===== config.mk =====
export PLATFORM = sky130hd
export DESIGN_NAME = bandwidth_admission_control_unit
export DESIGN_NICKNAME = d
export VERILOG_FILES = /design/src/design/bac_pkg.sv /design/src/design/bac_share_div.sv /design/src/design/bac_share_mem.sv /design/src/design/bandwidth_admission_control_unit.sv
export SDC_FILE = /design/constraint.sdc
export NUM_CORES = 2
export LEC_CHECK = 0
export CORE_UTILIZATION = 64
export CTS_CLUSTER_DIAMETER = 150
export DETAILED_ROUTE_END_ITERATION = 10
export DONT_BUFFER_PORTS = 1
export MAX_ROUTING_LAYER = met4
export PLACE_DENSITY = 0.8
export REMOVE_ABC_BUFFERS = 1
export SLEW_MARGIN = 5
export SYNTH_ARGS = -nofsm -noshare
export SYNTH_HDL_FRONTEND = slang
export SYNTH_SLANG_ARGS = --single-unit

===== constraint.sdc =====
create_clock -name i_clk -period 12.7 [get_ports i_clk]
set_clock_uncertainty 0.1 [all_clocks]
set_input_delay 0.635 -clock i_clk [delete_from_list [all_inputs] [get_ports i_clk]]
set_output_delay 0.635 -clock i_clk [all_outputs]
set_load 0.01 [all_outputs]

===== src/design/bac_pkg.sv =====
// ----------------------------------------------------------------------------
// bac_pkg
// Shared types and constants of the bandwidth admission control unit:
// status codes, operation and domain codes, register indexes, field widths.
// ----------------------------------------------------------------------------
package bac_pkg;

    // Field widths
    localparam int DIV_W   = 64;  // budget, period, scaled product, quotient
    localparam int SHARE_W = 32;  // computed share before truncation
    localparam int ADM_W   = 21;  // admitted sum, limit, reported share
    localparam int RSV_W   = 20;  // reserved share
    localparam int CNT_W   = 7;   // cpu count
    localparam int CPU_W   = 6;   // cpu field
    localparam int CFGI_W  = 2;   // configuration register index

    // Result status codes
    typedef enum logic [2:0] {
        ST_OK        = 3'd0,
        ST_INVALID   = 3'd1,
        ST_OVERFLOW  = 3'd2,
        ST_BADCPU    = 3'd3,
        ST_BUSY      = 3'd4,
        ST_CAPACITY  = 3'd5,
        ST_UNDERFLOW = 3'd6
    } t_status;

    // Operation codes (any other code is a query)
    localparam logic [1:0] OP_ADMIT   = 2'd0;
    localparam logic [1:0] OP_RELEASE = 2'd1;

    // Context membership codes
    localparam logic [1:0] DOM_NONE = 2'd0;
    localparam logic [1:0] DOM_THIS = 2'd1;

    // Configuration register indexes
    localparam logic [CFGI_W-1:0] CFG_SHARE_LIMIT    = 2'd0;
    localparam logic [CFGI_W-1:0] CFG_RESERVED_SHARE = 2'd1;
    localparam logic [CFGI_W-1:0] CFG_CPU_COUNT      = 2'd2;

    // Reset values of the configuration registers
    localparam logic [ADM_W-1:0] LIMIT_RST = 21'd1048576;
    localparam logic [RSV_W-1:0] RSV_RST   = 20'd0;
    localparam logic [CNT_W-1:0] COUNT_RST = 7'd64;

    // Result of the share unit
    typedef struct packed {
        logic                 done;
        t_status              status;
        logic [SHARE_W-1:0]   share;
    } t_div_res;

endpackage


===== src/design/bac_share_div.sv =====
// ----------------------------------------------------------------------------
// bac_share_div
// Share unit: scales the budget with one shared 32x32 multiplier, low half
// then high half, then runs a restoring divider one quotient bit per cycle
// and rounds up. Flags overflow, a zero period and a share outside 1..scale.
// ----------------------------------------------------------------------------
module bac_share_div #(
    parameter int unsigned UNIT_SCALE = 1048576
) (
    input  logic                              i_clk,
    input  logic                              i_rst_n,
    input  logic                              i_start,
    input  logic [bac_pkg::DIV_W-1:0]         i_budget,
    input  logic [bac_pkg::DIV_W-1:0]         i_period,
    output bac_pkg::t_div_res                 o_res
);

    localparam int DW = bac_pkg::DIV_W;
    localparam int HW = DW / 2;
    localparam int CW = $clog2(DW);
    localparam logic [DW-1:0] SCALE_Q   = DW'(UNIT_SCALE);
    localparam logic [HW-1:0] SCALE_H   = HW'(UNIT_SCALE);
    localparam logic [DW-1:0] OVF_LIMIT = {DW{1'b1}} / DW'(UNIT_SCALE);
    localparam logic [CW-1:0] LAST_BIT  = CW'(DW - 1);

    typedef enum logic [2:0] {
        D_IDLE,
        D_MLO,
        D_MHI,
        D_SUM,
        D_DIV,
        D_FIN
    } t_dstate;

    t_dstate           r_state;
    logic [DW-1:0]     r_budget;
    logic [DW-1:0]     r_period;
    logic              r_ovf;
    logic [DW-1:0]     r_acc;
    logic [DW-1:0]     r_prod;
    logic [DW-1:0]     r_quo;
    logic [DW-1:0]     r_rem;
    logic [CW-1:0]     r_cnt;
    bac_pkg::t_div_res r_res;

    logic [HW-1:0]     mul_a;
    logic [DW-1:0]     mul_p;
    logic [DW:0]       shifted;
    logic [DW+1:0]     diff;
    logic              ge;
    logic [DW-1:0]     q_ceil;

    // Share one multiplier between the two budget halves
    assign mul_a = (r_state == D_MHI) ? r_budget[DW-1:HW] : r_budget[HW-1:0];
    assign mul_p = DW'(mul_a) * DW'(SCALE_H);

    // One restoring step
    assign shifted = {r_rem, r_quo[DW-1]};
    assign diff    = {1'b0, shifted} - {2'b00, r_period};
    assign ge      = ~diff[DW+1];

    // Round up the quotient
    assign q_ceil  = r_quo + DW'(r_rem != '0);

    always_ff @(posedge i_clk) begin
        if (!i_rst_n) begin
            r_state    <= D_IDLE;
            r_res.done <= 1'b0;
        end else begin
            r_res.done <= 1'b0;
            case (r_state)
                D_IDLE: begin
                    if (i_start) begin
                        r_budget <= i_budget;
                        r_period <= i_period;
                        r_ovf    <= (i_budget != '0) && (i_budget > OVF_LIMIT);
                        r_state  <= D_MLO;
                    end
                end
                D_MLO: begin
                    r_acc   <= mul_p;
                    r_state <= D_MHI;
                end
                D_MHI: begin
                    r_prod  <= mul_p;
                    r_state <= D_SUM;
                end
                D_SUM: begin
                    // Upper partial product lands at bit HW and up; overflow is flagged apart
                    r_quo   <= r_acc + {r_prod[HW-1:0], {HW{1'b0}}};
                    r_rem   <= '0;
                    r_cnt   <= '0;
                    r_state <= D_DIV;
                end
                D_DIV: begin
                    r_rem <= ge ? diff[DW-1:0] : shifted[DW-1:0];
                    r_quo <= {r_quo[DW-2:0], ge};
                    r_cnt <= r_cnt + 1'b1;
                    if (r_cnt == LAST_BIT) begin
                        r_state <= D_FIN;
                    end
                end
                D_FIN: begin
                    r_res.done  <= 1'b1;
                    r_res.share <= '0;
                    if (r_ovf) begin
                        r_res.status <= bac_pkg::ST_OVERFLOW;
                    end else if (r_period == '0) begin
                        r_res.status <= bac_pkg::ST_INVALID;
                    end else if ((q_ceil == '0) || (q_ceil > SCALE_Q)) begin
                        r_res.status <= bac_pkg::ST_INVALID;
                    end else begin
                        r_res.status <= bac_pkg::ST_OK;
                        r_res.share  <= q_ceil[bac_pkg::SHARE_W-1:0];
                    end
                    r_state <= D_IDLE;
                end
                default: begin
                    r_state <= D_IDLE;
                end
            endcase
        end
    end

    assign o_res = r_res;

endmodule


===== src/design/bac_share_mem.sv =====
// ----------------------------------------------------------------------------
// bac_share_mem
// Admitted-share memory: one 21-bit sum per CPU, one write and one read
// port, registered read data. A clearing pass zeroes every entry after reset.
// ----------------------------------------------------------------------------
module bac_share_mem #(
    parameter int DEPTH = 64
) (
    input  logic                               i_clk,
    input  logic                               i_rst_n,
    input  logic [((DEPTH > 1) ? $clog2(DEPTH) : 1)-1:0] i_raddr,
    output logic [bac_pkg::ADM_W-1:0]          o_rdata,
    input  logic                               i_we,
    input  logic [((DEPTH > 1) ? $clog2(DEPTH) : 1)-1:0] i_waddr,
    input  logic [bac_pkg::ADM_W-1:0]          i_wdata,
    output logic                               o_clearing
);

    localparam int AW = (DEPTH > 1) ? $clog2(DEPTH) : 1;
    localparam logic [AW-1:0] LAST_ADDR = AW'(DEPTH - 1);

    logic [bac_pkg::ADM_W-1:0] mem [DEPTH];
    logic [bac_pkg::ADM_W-1:0] r_rdata;
    logic                      r_clearing;
    logic [AW-1:0]             r_clr_addr;

    logic                      we;
    logic [AW-1:0]             waddr;
    logic [bac_pkg::ADM_W-1:0] wdata;

    // Sweep the clearing address after reset
    always_ff @(posedge i_clk) begin
        if (!i_rst_n) begin
            r_clearing <= 1'b1;
            r_clr_addr <= '0;
        end else if (r_clearing) begin
            r_clr_addr <= r_clr_addr + 1'b1;
            if (r_clr_addr == LAST_ADDR) begin
                r_clearing <= 1'b0;
            end
        end
    end

    // Clearing pass takes the write port
    assign we    = r_clearing | i_we;
    assign waddr = r_clearing ? r_clr_addr : i_waddr;
    assign wdata = r_clearing ? '0 : i_wdata;

    always_ff @(posedge i_clk) begin
        if (we) begin
            mem[waddr] <= wdata;
        end
    end

    always_ff @(posedge i_clk) begin
        r_rdata <= mem[i_raddr];
    end

    assign o_rdata    = r_rdata;
    assign o_clearing = r_clearing;

endmodule


===== src/design/bandwidth_admission_control_unit.sv =====
// ----------------------------------------------------------------------------
// bandwidth_admission_control_unit
// Admission control over per-CPU admitted bandwidth: admit, release and
// dispatch query words, with read-modify-write of a per-CPU share memory.
// ----------------------------------------------------------------------------
// A word is taken when start is high and busy is low; busy then stays high
// until the result is out. Admit and release words pass through the share
// unit before the next word can be taken: two multiplies, a sum, a 64-step
// restoring divider at one quotient bit per cycle and a rounding step, with
// the memory read, write-back and result steps around it. Queries skip the
// divider. Each word gives one result, shown for exactly one cycle with
// o_valid high; the receiver must take it then. After reset busy stays high
// while the share memory clears its min(MAX_CPUS, 64) entries. Configuration
// writes are always taken and must only be issued while no word is in flight.
// ----------------------------------------------------------------------------
module bandwidth_admission_control_unit #(
    parameter int unsigned MAX_CPUS   = 64,
    parameter int unsigned UNIT_SCALE = 1048576
) (
    input  logic                               i_clk,
    input  logic                               i_rst_n,
    // Command channel
    input  logic                               start,
    output logic                               busy,
    input  logic [1:0]                         i_op,
    input  logic [bac_pkg::CPU_W-1:0]          i_cpu,
    input  logic [bac_pkg::DIV_W-1:0]          i_budget_ticks,
    input  logic [bac_pkg::DIV_W-1:0]          i_period_ticks,
    input  logic                               i_config_valid,
    input  logic [1:0]                         i_context_domain,
    input  logic                               i_context_busy,
    // Result
    output logic                               o_valid,
    output logic [2:0]                         o_status,
    output logic [bac_pkg::ADM_W-1:0]          o_share,
    output logic [bac_pkg::ADM_W-1:0]          o_admitted_total,
    output logic                               o_dispatch_allowed,
    // Configuration write channel
    input  logic                               i_cfg_valid,
    output logic                               o_cfg_ready,
    input  logic [bac_pkg::CFGI_W-1:0]         i_cfg_index,
    input  logic [bac_pkg::ADM_W-1:0]          i_cfg_data
);

    // Only CPU numbers the cpu field can carry need an entry
    localparam int DEPTH = (MAX_CPUS < (2 ** bac_pkg::CPU_W)) ? int'(MAX_CPUS)
                                                               : (2 ** bac_pkg::CPU_W);
    localparam int AW    = (DEPTH > 1) ? $clog2(DEPTH) : 1;
    localparam int ADM_W = bac_pkg::ADM_W;
    localparam int SUM_W = ADM_W + 13;

    typedef enum logic [2:0] {
        S_IDLE,
        S_READ,
        S_WAIT,
        S_DIV,
        S_DONE
    } t_state;

    t_state                        r_state;
    logic [1:0]                    r_op;
    logic                          r_cfg_ok;
    logic [1:0]                    r_dom;
    logic                          r_ctx_busy;
    logic                          r_exists;
    logic [AW-1:0]                 r_idx;
    logic [ADM_W-1:0]              r_adm;

    logic [ADM_W-1:0]              r_limit;
    logic [bac_pkg::RSV_W-1:0]     r_reserved;
    logic [bac_pkg::CNT_W-1:0]     r_cpu_count;

    logic                          r_valid;
    bac_pkg::t_status              r_status;
    logic [ADM_W-1:0]              r_share;
    logic [ADM_W-1:0]              r_total;
    logic                          r_allowed;

    logic                          accept;
    logic                          is_rmw;
    logic                          exists;
    logic                          mem_clearing;
    logic [ADM_W-1:0]              mem_rdata;
    bac_pkg::t_div_res             div_res;

    logic [SUM_W-1:0]              cap_sum;
    logic [ADM_W-1:0]              adm_add;
    logic [ADM_W-1:0]              adm_sub;
    bac_pkg::t_status              n_status;
    logic                          n_write;
    logic [ADM_W-1:0]              n_wdata;
    logic                          n_allowed;
    logic [ADM_W-1:0]              n_share;
    logic [ADM_W-1:0]              n_total;

    assign busy        = (r_state != S_IDLE) || mem_clearing;
    assign accept      = start && !busy;
    assign is_rmw      = (i_op == bac_pkg::OP_ADMIT) || (i_op == bac_pkg::OP_RELEASE);
    assign exists      = ({1'b0, i_cpu} < r_cpu_count) && (32'(i_cpu) < MAX_CPUS);
    assign o_cfg_ready = 1'b1;

    // Share unit runs for admit and release words
    bac_share_div #(
        .UNIT_SCALE (UNIT_SCALE)
    ) u_div (
        .i_clk    (i_clk),
        .i_rst_n  (i_rst_n),
        .i_start  (accept && is_rmw),
        .i_budget (i_budget_ticks),
        .i_period (i_period_ticks),
        .o_res    (div_res)
    );

    bac_share_mem #(
        .DEPTH (DEPTH)
    ) u_mem (
        .i_clk      (i_clk),
        .i_rst_n    (i_rst_n),
        .i_raddr    (r_idx),
        .o_rdata    (mem_rdata),
        .i_we       ((r_state == S_DONE) && n_write),
        .i_waddr    (r_idx),
        .i_wdata    (n_wdata),
        .o_clearing (mem_clearing)
    );

    // Configuration registers
    always_ff @(posedge i_clk) begin
        if (!i_rst_n) begin
            r_limit     <= bac_pkg::LIMIT_RST;
            r_reserved  <= bac_pkg::RSV_RST;
            r_cpu_count <= bac_pkg::COUNT_RST;
        end else if (i_cfg_valid && o_cfg_ready) begin
            case (i_cfg_index)
                bac_pkg::CFG_SHARE_LIMIT:    r_limit     <= i_cfg_data;
                bac_pkg::CFG_RESERVED_SHARE: r_reserved  <= i_cfg_data[bac_pkg::RSV_W-1:0];
                bac_pkg::CFG_CPU_COUNT:      r_cpu_count <= i_cfg_data[bac_pkg::CNT_W-1:0];
                default: ;
            endcase
        end
    end

    // Decide the outcome and the write-back value
    assign cap_sum = SUM_W'(r_reserved) + SUM_W'(r_adm) + SUM_W'(div_res.share);
    assign adm_add = r_adm + div_res.share[ADM_W-1:0];
    assign adm_sub = r_adm - div_res.share[ADM_W-1:0];

    always_comb begin
        n_status  = bac_pkg::ST_OK;
        n_write   = 1'b0;
        n_wdata   = r_adm;
        n_allowed = 1'b0;
        case (r_op)
            bac_pkg::OP_ADMIT: begin
                if (!r_cfg_ok) begin
                    n_status = bac_pkg::ST_INVALID;
                end else if (div_res.status != bac_pkg::ST_OK) begin
                    n_status = div_res.status;
                end else if (!r_exists) begin
                    n_status = bac_pkg::ST_BADCPU;
                end else if (r_dom != bac_pkg::DOM_NONE) begin
                    n_status = bac_pkg::ST_BUSY;
                end else if (cap_sum > SUM_W'(r_limit)) begin
                    n_status = bac_pkg::ST_CAPACITY;
                end else begin
                    n_write = 1'b1;
                    n_wdata = adm_add;
                end
            end
            bac_pkg::OP_RELEASE: begin
                if (div_res.status != bac_pkg::ST_OK) begin
                    n_status = div_res.status;
                end else if (r_dom != bac_pkg::DOM_THIS) begin
                    n_status = bac_pkg::ST_INVALID;
                end else if (r_ctx_busy) begin
                    n_status = bac_pkg::ST_BUSY;
                end else if (!r_exists) begin
                    n_status = bac_pkg::ST_BADCPU;
                end else if (bac_pkg::SHARE_W'(r_adm) < div_res.share) begin
                    n_status = bac_pkg::ST_UNDERFLOW;
                end else begin
                    n_write = 1'b1;
                    n_wdata = adm_sub;
                end
            end
            default: begin
                n_allowed = r_exists && (r_limit > ADM_W'(r_reserved));
            end
        endcase
        n_share = n_write ? div_res.share[ADM_W-1:0] : '0;
        n_total = !r_exists ? '0 : n_wdata;
    end

    // Sequence one word through read, share unit and write-back
    always_ff @(posedge i_clk) begin
        if (!i_rst_n) begin
            r_state <= S_IDLE;
            r_valid <= 1'b0;
        end else begin
            r_valid <= 1'b0;
            case (r_state)
                S_IDLE: begin
                    if (accept) begin
                        r_op       <= i_op;
                        r_cfg_ok   <= i_config_valid;
                        r_dom      <= i_context_domain;
                        r_ctx_busy <= i_context_busy;
                        r_exists   <= exists;
                        r_idx      <= exists ? AW'(i_cpu) : '0;
                        r_state    <= S_READ;
                    end
                end
                S_READ: begin
                    r_state <= S_WAIT;
                end
                S_WAIT: begin
                    r_adm <= mem_rdata;
                    if ((r_op == bac_pkg::OP_ADMIT) || (r_op == bac_pkg::OP_RELEASE)) begin
                        r_state <= S_DIV;
                    end else begin
                        r_state <= S_DONE;
                    end
                end
                S_DIV: begin
                    if (div_res.done) begin
                        r_state <= S_DONE;
                    end
                end
                S_DONE: begin
                    r_valid   <= 1'b1;
                    r_status  <= n_status;
                    r_share   <= n_share;
                    r_total   <= n_total;
                    r_allowed <= n_allowed;
                    r_state   <= S_IDLE;
                end
                default: begin
                    r_state <= S_IDLE;
                end
            endcase
        end
    end

    assign o_valid            = r_valid;
    assign o_status           = r_status;
    assign o_share            = r_share;
    assign o_admitted_total   = r_total;
    assign o_dispatch_allowed = r_allowed;

endmodule


# Yosys cells after proc, flatten, opt, wreduce, memory -nomap -nowiden
# Memory sizes are Yosys's and may differ from the RTL's. A register that Yosys moved wholly into a read port is not among the register bits.
# Cells that the tools add are included.
op_classes:
  reduce_logical: 39
  n_addsub: 9
  n_eq_ne: 20
  bitwise: 2
  magnitude_cmp: 6
  mux: 59
op_table:
  columns: ["operator", "n"]
  rows:
  - ["$pmux 64 s2", 2]
  - ["$mux 21", 11]
  - ["$logic_not 64->1", 2]
  - ["$mux 32", 4]
  - ["$reduce_bool 64->1", 2]
  - ["$sub 65x64->66", 1]
  - ["$add 52x64->64", 1]
  - ["$add 64x1->64", 1]
  - ["$gt 64x21->1 const B", 1]
  - ["$gt 64x44->1 const B", 1]
  - ["$mux 64", 1]
  - ["$mux 3", 17]
  - ["$pmux 21 s2", 1]
  - ["$mux 36", 1]
  - ["$add 22x32->33", 1]
  - ["$gt 33x21->1", 1]
  - ["$lt 21x32->1", 1]
  - ["$add 20x21->22", 1]
  - ["$reduce_and 2->1", 11]
  - ["$add 21x21->21", 1]
  - ["$gt 21x20->1", 1]
  - ["$sub 21x21->21", 1]
  - ["$mux 1", 16]
  - ["$pmux 3 s5", 1]
  - ["27 further kinds", 54]
totals:
  word_cells: 167
  ram_bits: 1344
  output_inout_bits: 49
  register_bits: 485
  mem_count: 1
  in_bits: 167
memory_table:
  columns: ["memory", "words", "word_bits", "read_ports", "rd_ports_with_merged_regs", "wr", "line_no", "source"]
  rows:
  - ["u_mem.mem", 64, 21, 1, 1, 1, "bac_share_mem.sv:22", "logic [bac_pkg::ADM_W-1:0] mem [DEPTH];"]

# Depth between registers and ports, before layout
logic_depth:
  ltp_word: 13
  ltp_mapped: 29

# Cells and area by module
# Synthesis repeated with hierarchy kept, for this count alone.
unflattened:
  hier_cells: 5319
  area_unflattened_um2: 81642.1
by_module_without_submodules:
  columns: ["mod", "instances", "area_each_um2", "cells_per_inst"]
  rows:
  - ["bac_share_mem", 1, 52092.5, 2331]
  - ["bac_share_div", 1, 18755.5, 1781]
  - ["bandwidth_admission_control_unit", 1, 10794.1, 1207]

# Least setup slack after synthesis
# OpenSTA, ideal clock, no wires.
synth_path:
  kind: "reg-to-reg"
  from: "register r_adm[1]"
  to: "memory u_mem.mem[0][2] (netlist name), data pin"
  slack_ps: 3825
  period_less_slack_ps: 8875
  path_stages_with_launch: 27
  t_required_ps: 11880
  arrival_time_ps: 8055
  path_cell_list: "edfxtp_1 fa_1 ha_1 inv_1 fa_1 nand2b_1 a21oi_1 o21a_1 a22o_1 o21a_1 o21a_1 o21ai_0 nand2b_1 xor2_1 ha_1 nand4_1 or4_1 o21ai_0 a31oi_1 nor4_1 o21ai_0 nor4_2 and3_1 buf_2 buf_4 a221oi_1 a211oi_1"
synth_via:
  elab_chain_cells: 10
  elab_cells_between_ends: 18
  classes_between: "add/sub: 4; order compare: 2; mux: 12"
synth_lines:
  columns: ["item", "line_no", "source"]
  rows:
  - ["start: declaration", "bandwidth_admission_control_unit.sv:67", "logic [ADM_W-1:0] r_adm;"]
  - ["start signal: assignment", "bandwidth_admission_control_unit.sv:217", "r_adm <= mem_rdata;"]
  - ["$add 20x21->22", "bandwidth_admission_control_unit.sv:144", "assign cap_sum = SUM_W'(r_reserved) + SUM_W'(r_adm) + SUM_W'(div_res.share);"]
  - ["$add 22x32->33", "bandwidth_admission_control_unit.sv:144", null]
  - ["$gt 33x21->1", "bandwidth_admission_control_unit.sv:163", "end else if (cap_sum > SUM_W'(r_limit)) begin"]
  - ["$mux 21", "bandwidth_admission_control_unit.sv:163", null]
  - ["$mux 21", "bandwidth_admission_control_unit.sv:161", "end else if (r_dom != bac_pkg::DOM_NONE) begin"]
  - ["$mux 21", "bandwidth_admission_control_unit.sv:159", "end else if (!r_exists) begin"]
  - ["$mux 21", "bandwidth_admission_control_unit.sv:157", "end else if (div_res.status != bac_pkg::ST_OK) begin"]
  - ["$mux 21", "bandwidth_admission_control_unit.sv:155", "if (!r_cfg_ok) begin"]
  - ["$pmux 21 s2 *", "bandwidth_admission_control_unit.sv:153", "case (r_op)"]
  - ["$mux 21 *", "bac_share_mem.sv:47", "assign wdata = r_clearing ? '0 : i_wdata;"]
  - ["net u_mem.wdata, one bit", "bac_share_mem.sv:29", "logic [bac_pkg::ADM_W-1:0] wdata;"]
  - ["end: declaration", "bac_share_mem.sv:22", null]
# Mark *: on every way through the listed nets, which the timed path passes. The rest lies on a longest branch.

# Worst setup path in the final report
layout_path:
  from: "register r_adm[1]"
  to: "memory u_mem.mem[17][19] (netlist name), enable pin"
layout_via:
  elab_chain_cells: 13
  elab_cells_between_ends: 19
  classes_between: "add/sub: 2; order compare: 2; mux: 13; bitwise: 1; reduce/logical: 1"
layout_lines:
  columns: ["item", "line_no", "source"]
  rows:
  - ["$add 20x21->22", "bandwidth_admission_control_unit.sv:144", null]
  - ["$add 22x32->33", "bandwidth_admission_control_unit.sv:144", null]
  - ["$gt 33x21->1", "bandwidth_admission_control_unit.sv:163", null]
  - ["$mux 1", "bandwidth_admission_control_unit.sv:163", null]
  - ["$mux 1", "bandwidth_admission_control_unit.sv:161", null]
  - ["$mux 1", "bandwidth_admission_control_unit.sv:159", null]
  - ["$mux 1", "bandwidth_admission_control_unit.sv:157", null]
  - ["$mux 1", "bandwidth_admission_control_unit.sv:155", null]
  - ["$pmux 1 s2 *", "bandwidth_admission_control_unit.sv:153", null]
  - ["$logic_and 1x1->1 *", "bandwidth_admission_control_unit.sv:121", ".i_we ((r_state == S_DONE) && n_write),"]
  - ["$or 1x1->1 *", "bac_share_mem.sv:45", "assign we = r_clearing | i_we;"]
  - ["$mux 1 *", "bac_share_mem.sv:50", "if (we) begin"]
  - ["$mux 1 (implied by the code) *", "bac_share_mem.sv:51", "mem[waddr] <= wdata;"]
# Mark *: on every way between the ends. The rest lies on a longest branch, timed or not.

==> flow_metrics.py <==
metrics = {
    "cts": {
        "cts_resized": 0,
        "tritoncts": "done",
        "numCtsBuffers": 178,
        "total_of_hold_buffers_inserted_after_clock_tree_synthesis": 164,
        "clk_pin_slew_worst_paths_ns": 0.06,
        "cts.path.max_buffers": 3,
        "clk_root_buffer_cell": "sky130_fd_sc_hd__clkbuf_16",
        "clock_insertion_delay_at_the_later_pin_of_the_skew_report_ns": 0.82,
        "cts.sinks": 1849,
        "cts-htree-levels": 4,
        "postCtsSetupRepairBufs": 0,
    },
    "power": {
        "share_comb_of_total_power_pct": 1.5,
        "clkPwrFrac_pct": 44.1,
        "p_total_mw": 12.2,
        "internal_power_mw": 9.73,
        "leakage_nw": 30.7,
        "power.density_cell_area_mw_per_mm2": 134,
        "irDropWorstVdd_v": 0.000169,
        "power.share.switching_pct": 20.2,
        "seq_power_share_pct": 54.4,
        "power.switching_mw": 2.47,
    },
    "finish": {
        "final.fill_count": 7346,
        "seqCellArea_sq_mm": 0.0547,
        "fin_nets": 5550,
        "number_of_non_filler_instances_in_the_completed_layout": 6993,
        "final_layout_size_suffix_gt1_share_pct": 18.0,
        "area.growth.synth_to_final_pct": 12.2,
        "multi_input_comb_area_sq_mm": 0.0251,
    },
    "yosys": {
        "synth_flop_cell": "sky130_fd_sc_hd__edfxtp_1",
        "synth_cell_type_count": 93,
        "netlist_instances": 4966,
        "average_cell_area_after_synthesis_sq_um": 16.3,
        "synth_enable_flop_cells": 1765,
        "yosys_warnings": 0,
        "synth_sequential_area_ratio_pct": 67.5,
        "synth_seq_cells": 1849,
        "mappedNetlistArea_sq_mm": 0.0810,
        "asyncSetResetFlopFracSynth_pct": 0,
    },
    "placement": {
        "post_place_cells": 6488,
        "routability_driven_placement_congestion_ratio": 0.967,
        "dpl.hpwl_mm": 130,
        "number_of_i_o_port_buffers": 0,
        "place_worst_setup_slack_ns": 4.12,
    },
    "routing": {
        "drt-vias-per-instance": 6.92,
        "post_drt_wl_per_cell_microns": 31.5,
        "vias": 48400,
        "routed_wl_mm": 220,
        "drc": 0,
        "initial_drc_count": 6740,
        "ant_nets": 0,
        "drt_pre_antenna_iters": 8,
    },
    "floorplan": {
        "floorplan.io_pins": 216,
        "start_util_pct": 64.5,
        "die-width_microns": 358,
        "placeableCoreArea_sq_mm": 0.126,
        "placementRows": 130,
        "die_area_sq_mm": 0.128,
        "die_height_microns": 358,
    },
    "grt": {
        "grt_pass1_wl_mm": 318,
        "antenna_found_initial": 16,
        "grt_overflow": 0,
        "grt_max_degree": 139,
        "globalRouteTotalUtil_pct": 35.7,
        "first_global_vias": 47600,
    },
    "setup_path": {
        "critPathRequiredTime_ns": 13.01,
        "cp_max_fo": 21,
        "cp_data_arrival_time_ns": 9.10,
        "timing.setup.critical_path_class": "register to register",
        "cp-start-kind": "register",
        "worstSetupEndpointType": "register",
    },
    "sta": {
        "finalWorstSetupSlack_ns": 3.91,
        "setup_repair_after_global_routing_missed_its_margin": "no",
        "worst_slew_margin_rel_pct": 13.2,
        "final-hold-violation-count": 0,
        "worst-slew-pin-transition_ns": 1.30,
        "clock.fmax_mhz": 114,
        "finalWorstPathRequiredPeriod_ns": 8.79,
        "slew_violations": 0,
        "tns_ns": 0,
        "final_setup_violation_count": 0,
        "timing.final.crit_share_pct": 69.2,
    },
    "job": {
        "max_cap_viol_count": 0,
    },
    "outcome": {
        "status": "completed",
    },
    "min_path": {
        "min_path_type": "input port to register",
    },
}
==> critical path, stage by stage (launching register included) <==
cell	delay [ns]
sky130_fd_sc_hd__edfxtp_1	0.53
sky130_fd_sc_hd__fa_1	0.59
sky130_fd_sc_hd__ha_1	0.20
sky130_fd_sc_hd__inv_1	0.07
sky130_fd_sc_hd__fa_1	0.40
sky130_fd_sc_hd__nand2b_1	0.18
sky130_fd_sc_hd__a21oi_1	0.28
sky130_fd_sc_hd__o21a_1	0.23
sky130_fd_sc_hd__a22o_1	0.17
sky130_fd_sc_hd__o21a_1	0.14
sky130_fd_sc_hd__o21a_1	0.14
sky130_fd_sc_hd__o21ai_0	0.08
sky130_fd_sc_hd__nand2b_1	0.12
sky130_fd_sc_hd__xor2_1	0.09
sky130_fd_sc_hd__ha_1	0.32
sky130_fd_sc_hd__nand4_1	0.13
sky130_fd_sc_hd__or4_1	0.59
sky130_fd_sc_hd__o21ai_0	0.19
sky130_fd_sc_hd__a31oi_1	0.07
sky130_fd_sc_hd__nor4_1	0.25
sky130_fd_sc_hd__o21ai_0	0.23
sky130_fd_sc_hd__nor4_2	0.66
sky130_fd_sc_hd__and2_0	0.45
sky130_fd_sc_hd__a31oi_2	0.13
sky130_fd_sc_hd__buf_4	0.29
sky130_fd_sc_hd__o31a_1	0.64
sky130_fd_sc_hd__nor2_2	1.09
==> synth_stat cells (37+ instances only) <==
cell type | number | area share [%]
sky130_fd_sc_hd__xnor2_1 | 80 | 0.87
sky130_fd_sc_hd__nand2_1 | 361 | 1.7
sky130_fd_sc_hd__o21ai_0 | 112 | 0.69
sky130_fd_sc_hd__a21boi_0 | 46 | 0.43
sky130_fd_sc_hd__nor3_1 | 50 | 0.31
sky130_fd_sc_hd__buf_1 | 39 | 0.18
sky130_fd_sc_hd__and3_1 | 47 | 0.36
sky130_fd_sc_hd__ha_1 | 177 | 2.7
sky130_fd_sc_hd__clkbuf_1 | 178 | 0.82
sky130_fd_sc_hd__nand4_1 | 63 | 0.49
sky130_fd_sc_hd__inv_1 | 194 | 0.90
sky130_fd_sc_hd__nor2b_1 | 37 | 0.29
sky130_fd_sc_hd__a21oi_1 | 183 | 1.1
sky130_fd_sc_hd__mux4_2 | 441 | 12
sky130_fd_sc_hd__a21o_1 | 55 | 0.51
sky130_fd_sc_hd__dfxtp_1 | 84 | 2.1
sky130_fd_sc_hd__nor4_1 | 59 | 0.46
sky130_fd_sc_hd__o21a_1 | 37 | 0.34
sky130_fd_sc_hd__mux2i_1 | 47 | 0.58
sky130_fd_sc_hd__nand3_1 | 86 | 0.53
sky130_fd_sc_hd__nor2_1 | 310 | 1.4
sky130_fd_sc_hd__xor2_1 | 46 | 0.50
sky130_fd_sc_hd__edfxtp_1 | 1765 | 65
sky130_fd_sc_hd__mux2_2 | 38 | 0.53
==> cell families (layout without fill, tap and decap cells) <==
family	Yosys count	in the layout	share of synthesized area [%]
flip-flops	1849	1849	67.5
AND/OR/NAND/NOR	1153	1153	6.83
AO/OA/AOI/OAI	678	678	5.52
multiplexers	526	526	13.4
buffers and inverters	431	784	2.06
adder cells (fa/ha/maj)	201	201	3.33
XOR/XNOR	126	126	1.36
other	2	26	0.00927
==> sequential cells by signal, indices dropped and copies added (netlist names), 6 cells and up <==
name              flops
u_mem.o_rdata        21
u_div.r_budget       64
r_cpu_count           7
u_div.r_acc          32
o_share              21
u_div.r_quo          64
r_limit              21
u_div.r_prod         12
u_mem.r_clr_addr      6
u_div.o_res          35
r_idx                 6
u_div.r_cnt           6
o_admitted_total     21
r_adm                21
u_div.r_rem          64
u_div.r_period       64
u_mem.mem          1344
r_reserved           20
==> per-layer routing <==
layer	global-route usage [%]	part of all wire (%)
met1	45.5	36
met2	56.0	49
met3	7.62	10
met4	15.4	4.8
met5	-	0
==> stage by stage <==
stage / hold WS, ns / instance area, sq um / util [%]
5_1_grt: 0.0406 / 90900 / 72.4
2_1_floorplan: 0.286 / 80100 / -
3_5_place_dp: 0.289 / 83400 / 66.4
6_report: 0.0803 / 90900 / 72.4
4_1_cts: 0.0179 / 90900 / 72.4
3_3_place_gp: 0.287 / 83400 / 66.4
==> worst paths after layout <==
path	start	end	slack, ns	depth (start not counted)
setup / recovery	r_adm[1]	u_mem.mem[17][19]	3.91	26
hold / removal	i_cfg_data[10]	r_reserved[10]	0.08	2
setup reg to reg	r_adm[1]	u_mem.mem[17][19]	3.91	26
hold reg to reg	u_mem.o_rdata[19]	r_adm[19]	0.30	0
==> cells in the final DEF, fill, tap and decap left out, types with 47 or more instances in the layout <==
cell type	instances
sky130_fd_sc_hd__edfxtp_1	1765
sky130_fd_sc_hd__mux4_2	441
sky130_fd_sc_hd__nand2_1	359
sky130_fd_sc_hd__nor2_1	237
sky130_fd_sc_hd__inv_1	194
sky130_fd_sc_hd__clkbuf_16	180
sky130_fd_sc_hd__a21oi_1	179
sky130_fd_sc_hd__ha_1	177
sky130_fd_sc_hd__dlygate4sd3_1	163
sky130_fd_sc_hd__o21ai_0	112
sky130_fd_sc_hd__buf_4	94
sky130_fd_sc_hd__nand3_1	86
sky130_fd_sc_hd__dfxtp_1	83
sky130_fd_sc_hd__xnor2_1	80
sky130_fd_sc_hd__nor2_2	66
sky130_fd_sc_hd__nand4_1	63
sky130_fd_sc_hd__nor4_1	59
sky130_fd_sc_hd__a21o_1	55
sky130_fd_sc_hd__nor3_1	50
sky130_fd_sc_hd__mux2i_1	47
==> power groups by stage <==
| stage | registers (mW) | logic, mW | clock network (mW) |
|---|---|---|---|
| 2_1_floorplan | 6.76 | 0.0897 | 0 |
| 3_3_place_gp | 6.76 | 0.122 | 0 |
| 3_5_place_dp | 6.76 | 0.126 | 0 |
| 4_1_cts | 6.63 | 0.177 | 5.41 |
| 5_1_grt | 6.63 | 0.195 | 5.62 |
| 6_report | 6.63 | 0.182 | 5.38 |
==> cell type report <==
type	count	share of cell area [%]
flip-flops and latches	1849	60.2
multi-input cells	2696	27.6
clock buffers	221	5.16
repair buffers	262	2.69
well taps	1650	2.27
clock inverters	106	1.28
inverters	195	0.805
diodes	14	0.0385
(Power assumes the default switching activity.)
